**config.mk**
```make
export PLATFORM = sky130hd
export DESIGN_NAME = float_to_fitted_decimal_text_top
export DESIGN_NICKNAME = d
export VERILOG_FILES = /design/src/design/ffdt_pkg.sv /design/src/design/ffdt_ctrl.sv /design/src/design/ffdt_datapath.sv /design/src/design/float_to_fitted_decimal_text_top.sv
export SDC_FILE = /design/constraint.sdc
export NUM_CORES = 2
export LEC_CHECK = 0
export BUFFER_PORTS_ARGS = -buffer_cell sky130_fd_sc_hd__buf_2
export CORE_ASPECT_RATIO = 0.8
export CORE_UTILIZATION = 45
export DETAILED_ROUTE_END_ITERATION = 12
export PLACE_DENSITY = 0.65
export SKIP_LAST_GASP = 1
export SYNTH_ARGS = -nofsm -noshare
export SYNTH_HDL_FRONTEND = slang
export SYNTH_SLANG_ARGS = --single-unit
```
**constraint.sdc**
```tcl
create_clock -name clk -period 17.8 [get_ports clk]
set_clock_uncertainty 0.1 [all_clocks]
set_input_delay 0.89 -clock clk [delete_from_list [all_inputs] [get_ports clk]]
set_output_delay 0.89 -clock clk [all_outputs]
set_load 0.03 [all_outputs]
```
**src/design/ffdt_pkg.sv**
```systemverilog
// Shared types, constants and helpers for the float to decimal text formatter.
`timescale 1ns / 1ps
package ffdt_pkg;

	localparam int MAX_DIGITS_DEF = 6;
	localparam int BCD_DIGITS = 20;
	localparam logic [63:0] SCALE_LIMIT = 64'd9000000000000000000;
	localparam logic [7:0] CAP_MIN = 8'd4;
	localparam logic [5:0] INT_DIGITS_MAX = 6'd9;
	localparam logic [7:0] EXP_SPECIAL = 8'hFF;

	typedef struct packed {
		logic [31:0] value_bits;
		logic [3:0]  frac_digits;
		logic [7:0]  field_capacity;
	} req_t;

	typedef struct packed {
		logic [7:0] text_char;
		logic       last_char;
		logic [4:0] text_length;
		logic       no_text;
	} res_t;

	typedef struct packed {
		logic load;
		logic mul;
		logic shift;
		logic chk;
		logic conv;
		logic eval;
		logic emit;
	} cmd_t;

	typedef struct packed {
		logic fixed_text;
		logic ovf;
		logic d_zero;
		logic conv_last;
		logic fit;
		logic emit_last;
	} sta_t;

	function automatic logic [29:0] pow10(input logic [3:0] d);
		case (d)
			4'd0: pow10 = 30'd1;
			4'd1: pow10 = 30'd10;
			4'd2: pow10 = 30'd100;
			4'd3: pow10 = 30'd1000;
			4'd4: pow10 = 30'd10000;
			4'd5: pow10 = 30'd100000;
			4'd6: pow10 = 30'd1000000;
			4'd7: pow10 = 30'd10000000;
			4'd8: pow10 = 30'd100000000;
			4'd9: pow10 = 30'd1000000000;
			default: pow10 = 30'd0;
		endcase
	endfunction

endpackage

```
**src/design/ffdt_ctrl.sv**
```systemverilog
// Controller state machine sequencing scale, conversion, fit check and emission.
`timescale 1ns / 1ps
module ffdt_ctrl (
	input  logic            clk,
	input  logic            arst_n,
	input  logic            start,
	output logic            busy,
	output logic            result_valid,
	output ffdt_pkg::cmd_t  cmd,
	input  ffdt_pkg::sta_t  sta
);

	typedef enum logic [2:0] {
		ST_IDLE, ST_SEL, ST_MUL, ST_SHIFT, ST_CHK, ST_CONV, ST_EVAL, ST_EMIT
	} state_t;

	state_t state_q;
	logic   strobe_q;

	assign busy = (state_q != ST_IDLE);
	assign result_valid = strobe_q;

	always_comb begin
		cmd = '0;
		cmd.load  = (state_q == ST_IDLE) && start;
		cmd.mul   = (state_q == ST_MUL);
		cmd.shift = (state_q == ST_SHIFT);
		cmd.chk   = (state_q == ST_CHK);
		cmd.conv  = (state_q == ST_CONV);
		cmd.eval  = (state_q == ST_EVAL);
		cmd.emit  = (state_q == ST_EMIT);
	end

	always_ff @(posedge clk or negedge arst_n) begin
		if (!arst_n) begin
			state_q  <= ST_IDLE;
			strobe_q <= 1'b0;
		end else begin
			strobe_q <= (state_q == ST_EMIT);
			case (state_q)
				ST_IDLE: begin
					if (start) state_q <= ST_SEL;
				end
				ST_SEL: begin
					state_q <= sta.fixed_text ? ST_EMIT : ST_MUL;
				end
				ST_MUL: state_q <= ST_SHIFT;
				ST_SHIFT: state_q <= ST_CHK;
				ST_CHK: begin
					if (!sta.ovf) state_q <= ST_CONV;
					else if (sta.d_zero) state_q <= ST_EMIT;
					else state_q <= ST_MUL;
				end
				ST_CONV: begin
					if (sta.conv_last) state_q <= ST_EVAL;
				end
				ST_EVAL: begin
					state_q <= (sta.fit || sta.d_zero) ? ST_EMIT : ST_MUL;
				end
				ST_EMIT: begin
					if (sta.emit_last) state_q <= ST_IDLE;
				end
				default: state_q <= ST_IDLE;
			endcase
		end
	end

endmodule

```
**src/design/ffdt_datapath.sv**
```systemverilog
// Datapath: scaling (rounded on right shifts), binary to BCD conversion, fit check and character output.
`timescale 1ns / 1ps
module ffdt_datapath #(
	parameter int MAX_DIGITS = ffdt_pkg::MAX_DIGITS_DEF
) (
	input  logic            clk,
	input  ffdt_pkg::req_t  request,
	output ffdt_pkg::res_t  result,
	input  ffdt_pkg::cmd_t  cmd,
	output ffdt_pkg::sta_t  sta
);

	typedef enum logic [1:0] {M_NUM, M_SMALL, M_DASH, M_OVF} mode_t;

	localparam logic [3:0] DMAX = 4'(MAX_DIGITS);
	localparam int BW = 4 * ffdt_pkg::BCD_DIGITS;

	mode_t              mode_q;
	logic [23:0]        m_q;
	logic signed [8:0]  s_q;
	logic               neg_q;
	logic [3:0]         d_q;
	logic [7:0]         cap_q;
	logic [53:0]        p_q;
	logic [63:0]        units_q;
	logic               ovf_q;
	logic [63:0]        bin_q;
	logic [BW-1:0]      bcd_q;
	logic [3:0]         cnt_q;
	logic [4:0]         k_q;
	logic [4:0]         len_q;
	logic [5:0]         ipd_q;
	logic               sign_q;
	ffdt_pkg::res_t     res_q;

	logic [7:0]  e_in;
	logic [63:0] units_n;
	logic        ovf_n;
	logic [63:0] lim;
	logic [8:0]  tneg;
	logic [5:0]  sh;
	logic [63:0] bin_n;
	logic [BW-1:0] bcd_n;
	logic [5:0]  nd;
	logic [5:0]  ipd;
	logic [5:0]  d6;
	logic [5:0]  need;
	logic        sgn;
	logic [4:0]  nres;
	logic [5:0]  j;
	logic [5:0]  pos;
	logic [3:0]  dig;
	logic [7:0]  ch;

	assign e_in = request.value_bits[30:23];

	always_comb begin
		units_n = '0;
		ovf_n = 1'b0;
		lim = '0;
		tneg = 9'(-s_q);
		sh = tneg[5:0];
		if (p_q != '0) begin
			if (!s_q[8]) begin
				if (s_q >= 9'sd64) begin
					ovf_n = 1'b1;
				end else begin
					lim = (ffdt_pkg::SCALE_LIMIT - 64'd1) >> s_q[5:0];
					ovf_n = {10'd0, p_q} > lim;
					units_n = {10'd0, p_q} << s_q[5:0];
				end
			end else if (tneg < 9'd64) begin
				units_n = ({10'd0, p_q} + (64'd1 << (sh - 6'd1))) >> sh;
			end
		end
	end

	always_comb begin
		bin_n = bin_q;
		bcd_n = bcd_q;
		for (int i = 0; i < 4; i++) begin
			for (int g = 0; g < ffdt_pkg::BCD_DIGITS; g++) begin
				if (bcd_n[4*g +: 4] >= 4'd5) bcd_n[4*g +: 4] = bcd_n[4*g +: 4] + 4'd3;
			end
			bcd_n = {bcd_n[BW-2:0], bin_n[63]};
			bin_n = {bin_n[62:0], 1'b0};
		end
	end

	always_comb begin
		nd = '0;
		for (int g = 0; g < ffdt_pkg::BCD_DIGITS; g++) begin
			if (bcd_q[4*g +: 4] != 4'd0) nd = 6'(g + 1);
		end
		d6 = {2'd0, d_q};
		ipd = (nd > d6) ? (nd - d6) : 6'd1;
		sgn = neg_q && (nd != 6'd0);
		need = {5'd0, sgn} + ipd + ((d_q != 4'd0) ? (d6 + 6'd1) : 6'd0);
	end

	always_comb begin
		nres = (mode_q == M_SMALL) ? 5'd1 : len_q;
		j = {1'b0, k_q} - {5'd0, sign_q};
		pos = '0;
		ch = 8'd0;
		case (mode_q)
			M_SMALL: ch = 8'd0;
			M_DASH:  ch = "-";
			M_OVF: begin
				case (k_q)
					5'd0: ch = "O";
					5'd1: ch = "V";
					default: ch = "F";
				endcase
			end
			default: begin
				if (sign_q && (k_q == 5'd0)) begin
					ch = "-";
				end else if (j == ipd_q) begin
					ch = ".";
				end else begin
					if (j < ipd_q) pos = ipd_q + {2'd0, d_q} - 6'd1 - j;
					else pos = ipd_q + {2'd0, d_q} - j;
					ch = "0" + {4'd0, dig};
				end
			end
		endcase
	end

	assign dig = bcd_q[4*pos[4:0] +: 4];

	always_ff @(posedge clk) begin
		if (cmd.load) begin
			cap_q <= request.field_capacity;
			neg_q <= request.value_bits[31];
			m_q <= {(e_in != 8'd0), request.value_bits[22:0]};
			s_q <= (e_in == 8'd0) ? -9'sd149 : ($signed({1'b0, e_in}) - 9'sd150);
			d_q <= (request.frac_digits > DMAX) ? DMAX : request.frac_digits;
			k_q <= '0;
			len_q <= 5'd3;
			if (request.field_capacity < ffdt_pkg::CAP_MIN) mode_q <= M_SMALL;
			else if (e_in == ffdt_pkg::EXP_SPECIAL) mode_q <= M_DASH;
			else mode_q <= M_NUM;
		end
		if (cmd.mul) p_q <= m_q * ffdt_pkg::pow10(d_q);
		if (cmd.shift) begin
			units_q <= units_n;
			ovf_q <= ovf_n;
		end
		if (cmd.chk) begin
			bin_q <= units_q;
			bcd_q <= '0;
			cnt_q <= '0;
			if (ovf_q) begin
				if (d_q == 4'd0) mode_q <= M_DASH;
				else d_q <= d_q - 4'd1;
			end
		end
		if (cmd.conv) begin
			bin_q <= bin_n;
			bcd_q <= bcd_n;
			cnt_q <= cnt_q + 4'd1;
		end
		if (cmd.eval) begin
			if ({2'd0, need} < cap_q) begin
				ipd_q <= ipd;
				sign_q <= sgn;
				if (ipd > ffdt_pkg::INT_DIGITS_MAX) begin
					mode_q <= M_OVF;
					len_q <= 5'd3;
				end else begin
					mode_q <= M_NUM;
					len_q <= need[4:0];
				end
			end else if (d_q == 4'd0) begin
				mode_q <= M_OVF;
				len_q <= 5'd3;
			end else begin
				d_q <= d_q - 4'd1;
			end
		end
		if (cmd.emit) begin
			k_q <= k_q + 5'd1;
			res_q.text_char <= ch;
			res_q.last_char <= (k_q == nres - 5'd1);
			res_q.text_length <= (mode_q == M_SMALL) ? 5'd0 : len_q;
			res_q.no_text <= (mode_q == M_SMALL);
		end
	end

	assign result = res_q;

	always_comb begin
		sta.fixed_text = (mode_q != M_NUM);
		sta.ovf = ovf_q;
		sta.d_zero = (d_q == 4'd0);
		sta.conv_last = (cnt_q == 4'd15);
		sta.fit = ({2'd0, need} < cap_q);
		sta.emit_last = (k_q == nres - 5'd1);
	end

endmodule

```
**src/design/float_to_fitted_decimal_text_top.sv**
```systemverilog
// Top level of the float32 to fitted fixed-point decimal text formatter.
// Sequence: small capacity or NaN/infinity go straight to emission; else each digit count
// converted runs multiply, shift, check, 16 BCD steps and fit, and each count skipped on
// scale overflow runs multiply, shift and check only; then one character per cycle.
// Throughput: one item at a time; busy stays high until the last character is issued.
// Reset: arst_n asynchronously returns the controller to idle with no result pending.
`timescale 1ns / 1ps
module float_to_fitted_decimal_text_top #(
	parameter int MAX_DIGITS = ffdt_pkg::MAX_DIGITS_DEF
) (
	input  logic            clk,
	input  logic            arst_n,
	input  logic            start,
	output logic            busy,
	input  ffdt_pkg::req_t  request,
	output logic            result_valid,
	output ffdt_pkg::res_t  result
);

	ffdt_pkg::cmd_t cmd;
	ffdt_pkg::sta_t sta;

	ffdt_ctrl u_ctrl (
		.clk          (clk),
		.arst_n       (arst_n),
		.start        (start),
		.busy         (busy),
		.result_valid (result_valid),
		.cmd          (cmd),
		.sta          (sta)
	);

	ffdt_datapath #(
		.MAX_DIGITS (MAX_DIGITS)
	) u_dp (
		.clk     (clk),
		.request (request),
		.result  (result),
		.cmd     (cmd),
		.sta     (sta)
	);

endmodule

```
==> flow_summary.json <==
{
  "post-dp-hpwl_um": 166600,
  "path_cells": "buf_4 -> clkinv_1 -> ha_1 -> inv_1 -> ha_4 -> buf_4 -> o21ai_2 -> a2111oi_4 -> or2_2 -> nand2b_1 -> nor2_1 -> and2_1 -> ha_1 -> a21oi_1 -> o21ai_0 -> a22oi_1 -> nor3b_1 -> a211oi_1 -> mux2i_1 -> mux2i_1 -> mux2i_1 -> a21oi_1 -> a21oi_1 -> o31ai_1",
  "yosysWarnings": 0,
  "synth-seq-area-share": 0.1763,
  "nets": 8092,
  "cts_tree": "yes",
  "cts_buffers": 46,
  "die_w_um": 414.5,
  "vias_per_cell": 6.033,
  "avgSynthCellArea_um2": 8.678,
  "crit_family": "compound AO/OA/AOI/OAI gates",
  "drive_gt1_frac": 0.06872,
  "initial_utilization": 0.4559,
  "rsz0062_at_grt": "no",
  "first_pass_iters": 6,
  "cp_data_arrival_time_ps": 10490,
  "yosys_most_used_dff": "edfxtp_1",
  "max_cap_violations": 0,
  "grt_usage": 0.3021,
  "multi_input_area_um2": 46030,
  "n_fill_cell": 12890,
  "dieArea_um2": 137600,
  "slew_violations": 0,
  "pin_count": 64,
  "synth_area_um2": 61270,
  "syn_nets": 8234,
  "drt_iter0_markers": 5278,
  "finalSetupViolations": 0,
  "gp_congestion": 1.018,
  "wirelength_um": 212200,
  "slew_headroom": 0.1497,
  "worstMarginPinSlew_ps": 1271,
  "max_freq_mhz": 98.58,
  "min_period_ps": 10140,
  "coreArea_um2": 134400,
  "seq_area_um2": 10800,
  "avgRoutedWirePerCell_um": 24.31,
  "grt_pass1_vias": 51080,
  "critPathSlowestCell": "a211oi_1",
  "die_h_um": 332.0,
  "antenna_left": 0,
  "clock_latency_ps": 650,
  "cts_setup_buffers": 0,
  "critPathMaxStageDelay_ps": 950,
  "finalSetupTns_ps": 0,
  "vias": 52670,
  "path_clk_slew_ps": 70,
  "synthCells": 7060,
  "synth_async_sr_flop_share": 0.01072,
  "worstSetupEndpointType": "flop",
  "synth-edff-count": 331,
  "crit_required_ps": 18150,
  "rows": 120,
  "grt_pass1_wl_um": 319000,
  "outcome": "finished, final reports clean",
  "synth_cell_type_count": 119,
  "worst-path-buf-inv": 4,
  "hold_class": "primary input to flop",
  "period_share": 0.5699,
  "clock-sinks": 373,
  "path_class": "flop to flop",
  "hold_viol_final": 0,
  "io_buffers": 62,
  "cts_htree_levels": 2,
  "critPathLaunchType": "flop",
  "detail_route.drc_violations": 0,
  "whs_ps": 300.3,
  "crit_fanout": 69,
  "grt_max_degree": 113,
  "syn2layout_area_growth_pct": 5.706,
  "antenna_found_initial": 3,
  "root_buffer": "clkbuf_16",
  "overflow": 0,
  "clockBufferDepth": 3,
  "ys_ff_latch": 373
}
## through the flow
step	instance area, µm²	worst slack (ps)	utilization	cells
floorplan	61270	9800	-	7060
global placement	63170	8461	0.4701	8638
detailed placement	63170	8288	0.4701	8638
CTS	64750	8211	0.4818	8725
global route	64750	7458	0.4818	8726
finish	64760	7656	0.4819	8731
## flip-flops by register name (all words and copies together) (netlist names), named ones only
name                 cells
u_dp.cap_q               8
u_dp.d_q                 4
u_dp.k_q                 5
u_dp.neg_q               1
u_dp.cnt_q               4
u_dp.result             14
u_dp.mode_q              2
u_ctrl.state_q           3
u_dp.bin_q              64
u_dp.bcd_q              80
u_dp.p_q                54
u_dp.sign_q              1
u_dp.m_q                24
u_dp.s_q                 9
u_dp.ipd_q               6
u_ctrl.result_valid      1
u_dp.len_q               5
u_dp.ovf_q               1
u_dp.units_q            64
## final timing paths
kind / startpoint / to / slack [ps] / cells past startpoint
min in group asynchronous: arst_n / u_ctrl.state_q[0]$_DFFE_PN0P_ / 490 / 2
setup reg to reg: u_dp.s_q[1]$_SDFFCE_PN1P_ / u_dp.units_q[8]$_SDFFCE_PP0P_ / 7660 / 24
max in group asynchronous: arst_n / u_ctrl.state_q[0]$_DFFE_PN0P_ / 16950 / 2
hold / removal: request[32] / u_dp.m_q[20]$_DFFE_PP_ / 300 / 1
hold reg to reg: u_dp.bin_q[1]$_SDFFE_PP0P_ / u_dp.bin_q[1]$_SDFFE_PP0P_ / 340 / 2
setup / recovery: u_dp.s_q[1]$_SDFFCE_PN1P_ / u_dp.units_q[8]$_SDFFCE_PP0P_ / 7660 / 24
## per-layer routing
| layer | GRT usage | part of all wire | vias to the layer above |
|---|---|---|---|
| li1 | - | - | 23760 |
| met1 | 0.4354 | 0.44 | 26060 |
| met2 | 0.4475 | 0.42 | 2511 |
| met3 | 0.07355 | 0.11 | 349 |
| met4 | 0.08503 | 0.031 | 0 |
| met5 | 0 | 0 | - |
## layout by cell type (no fill, tap or decap), drive strengths merged, types with 32 or more instances in the layout
cell,n
nand3,81
clkbuf,53
mux2i,314
mux4,55
mux2,83
nand4,58
xor2,50
or2,37
o211ai,32
dfxtp,38
nor4,35
o22ai,45
fa,623
o21ai,327
ha,504
nand2,837
a21o,77
xnor2,167
nand2b,86
a211oi,66
nor3,87
edfxtp,331
nor3b,49
nor2b,98
a21oi,437
inv,848
and2,275
o21a,38
nor2,600
a31oi,49
buf,148
## timing repair
item / 4_1_cts / 5_1_grt
endpoints found under the hold margin: 4 / 0
resized for setup: 0 / 0
hold buffers: 1 / 0
## cell usage after synthesis, types with 85 or more instances
cell type | instances | area (µm²)
nor2_1 | 599 | 2248
clkbuf_1 | 243 | 912.1
inv_1 | 832 | 3123
a21oi_1 | 432 | 2162
mux2i_1 | 314 | 3143
nor3_1 | 85 | 425.4
nand2_1 | 835 | 3134
ha_1 | 504 | 6306
edfxtp_1 | 331 | 9940
o21ai_0 | 311 | 1556
nor2b_1 | 98 | 613.1
fa_1 | 623 | 12470
and2_1 | 274 | 1714
nand2b_1 | 86 | 538.0
xnor2_1 | 165 | 1445
## final cells by class
type | instances | share of cell area
antenna | 6 | 0.0002318
clock buffer | 53 | 0.01897
clock inverter | 33 | 0.005178
inverter | 839 | 0.04875
multi-input combinational | 5509 | 0.7108
sequential | 373 | 0.1668
tap | 1769 | 0.03418
timing repair buffer | 149 | 0.01511
## cell families after synthesis
group	Yosys count	share of synthesized area
simple gates	2351	0.1823
compound gates	1360	0.1428
buf+inv	1178	0.07319
fa+ha+maj	1127	0.3065
mux	452	0.08696
flops	373	0.1763
xor+xnor	218	0.03194
other cells	1	0.00006121
Power is not shown: default switching activity piles up to over one toggle a cycle in this logic, so the estimate is an artifact.
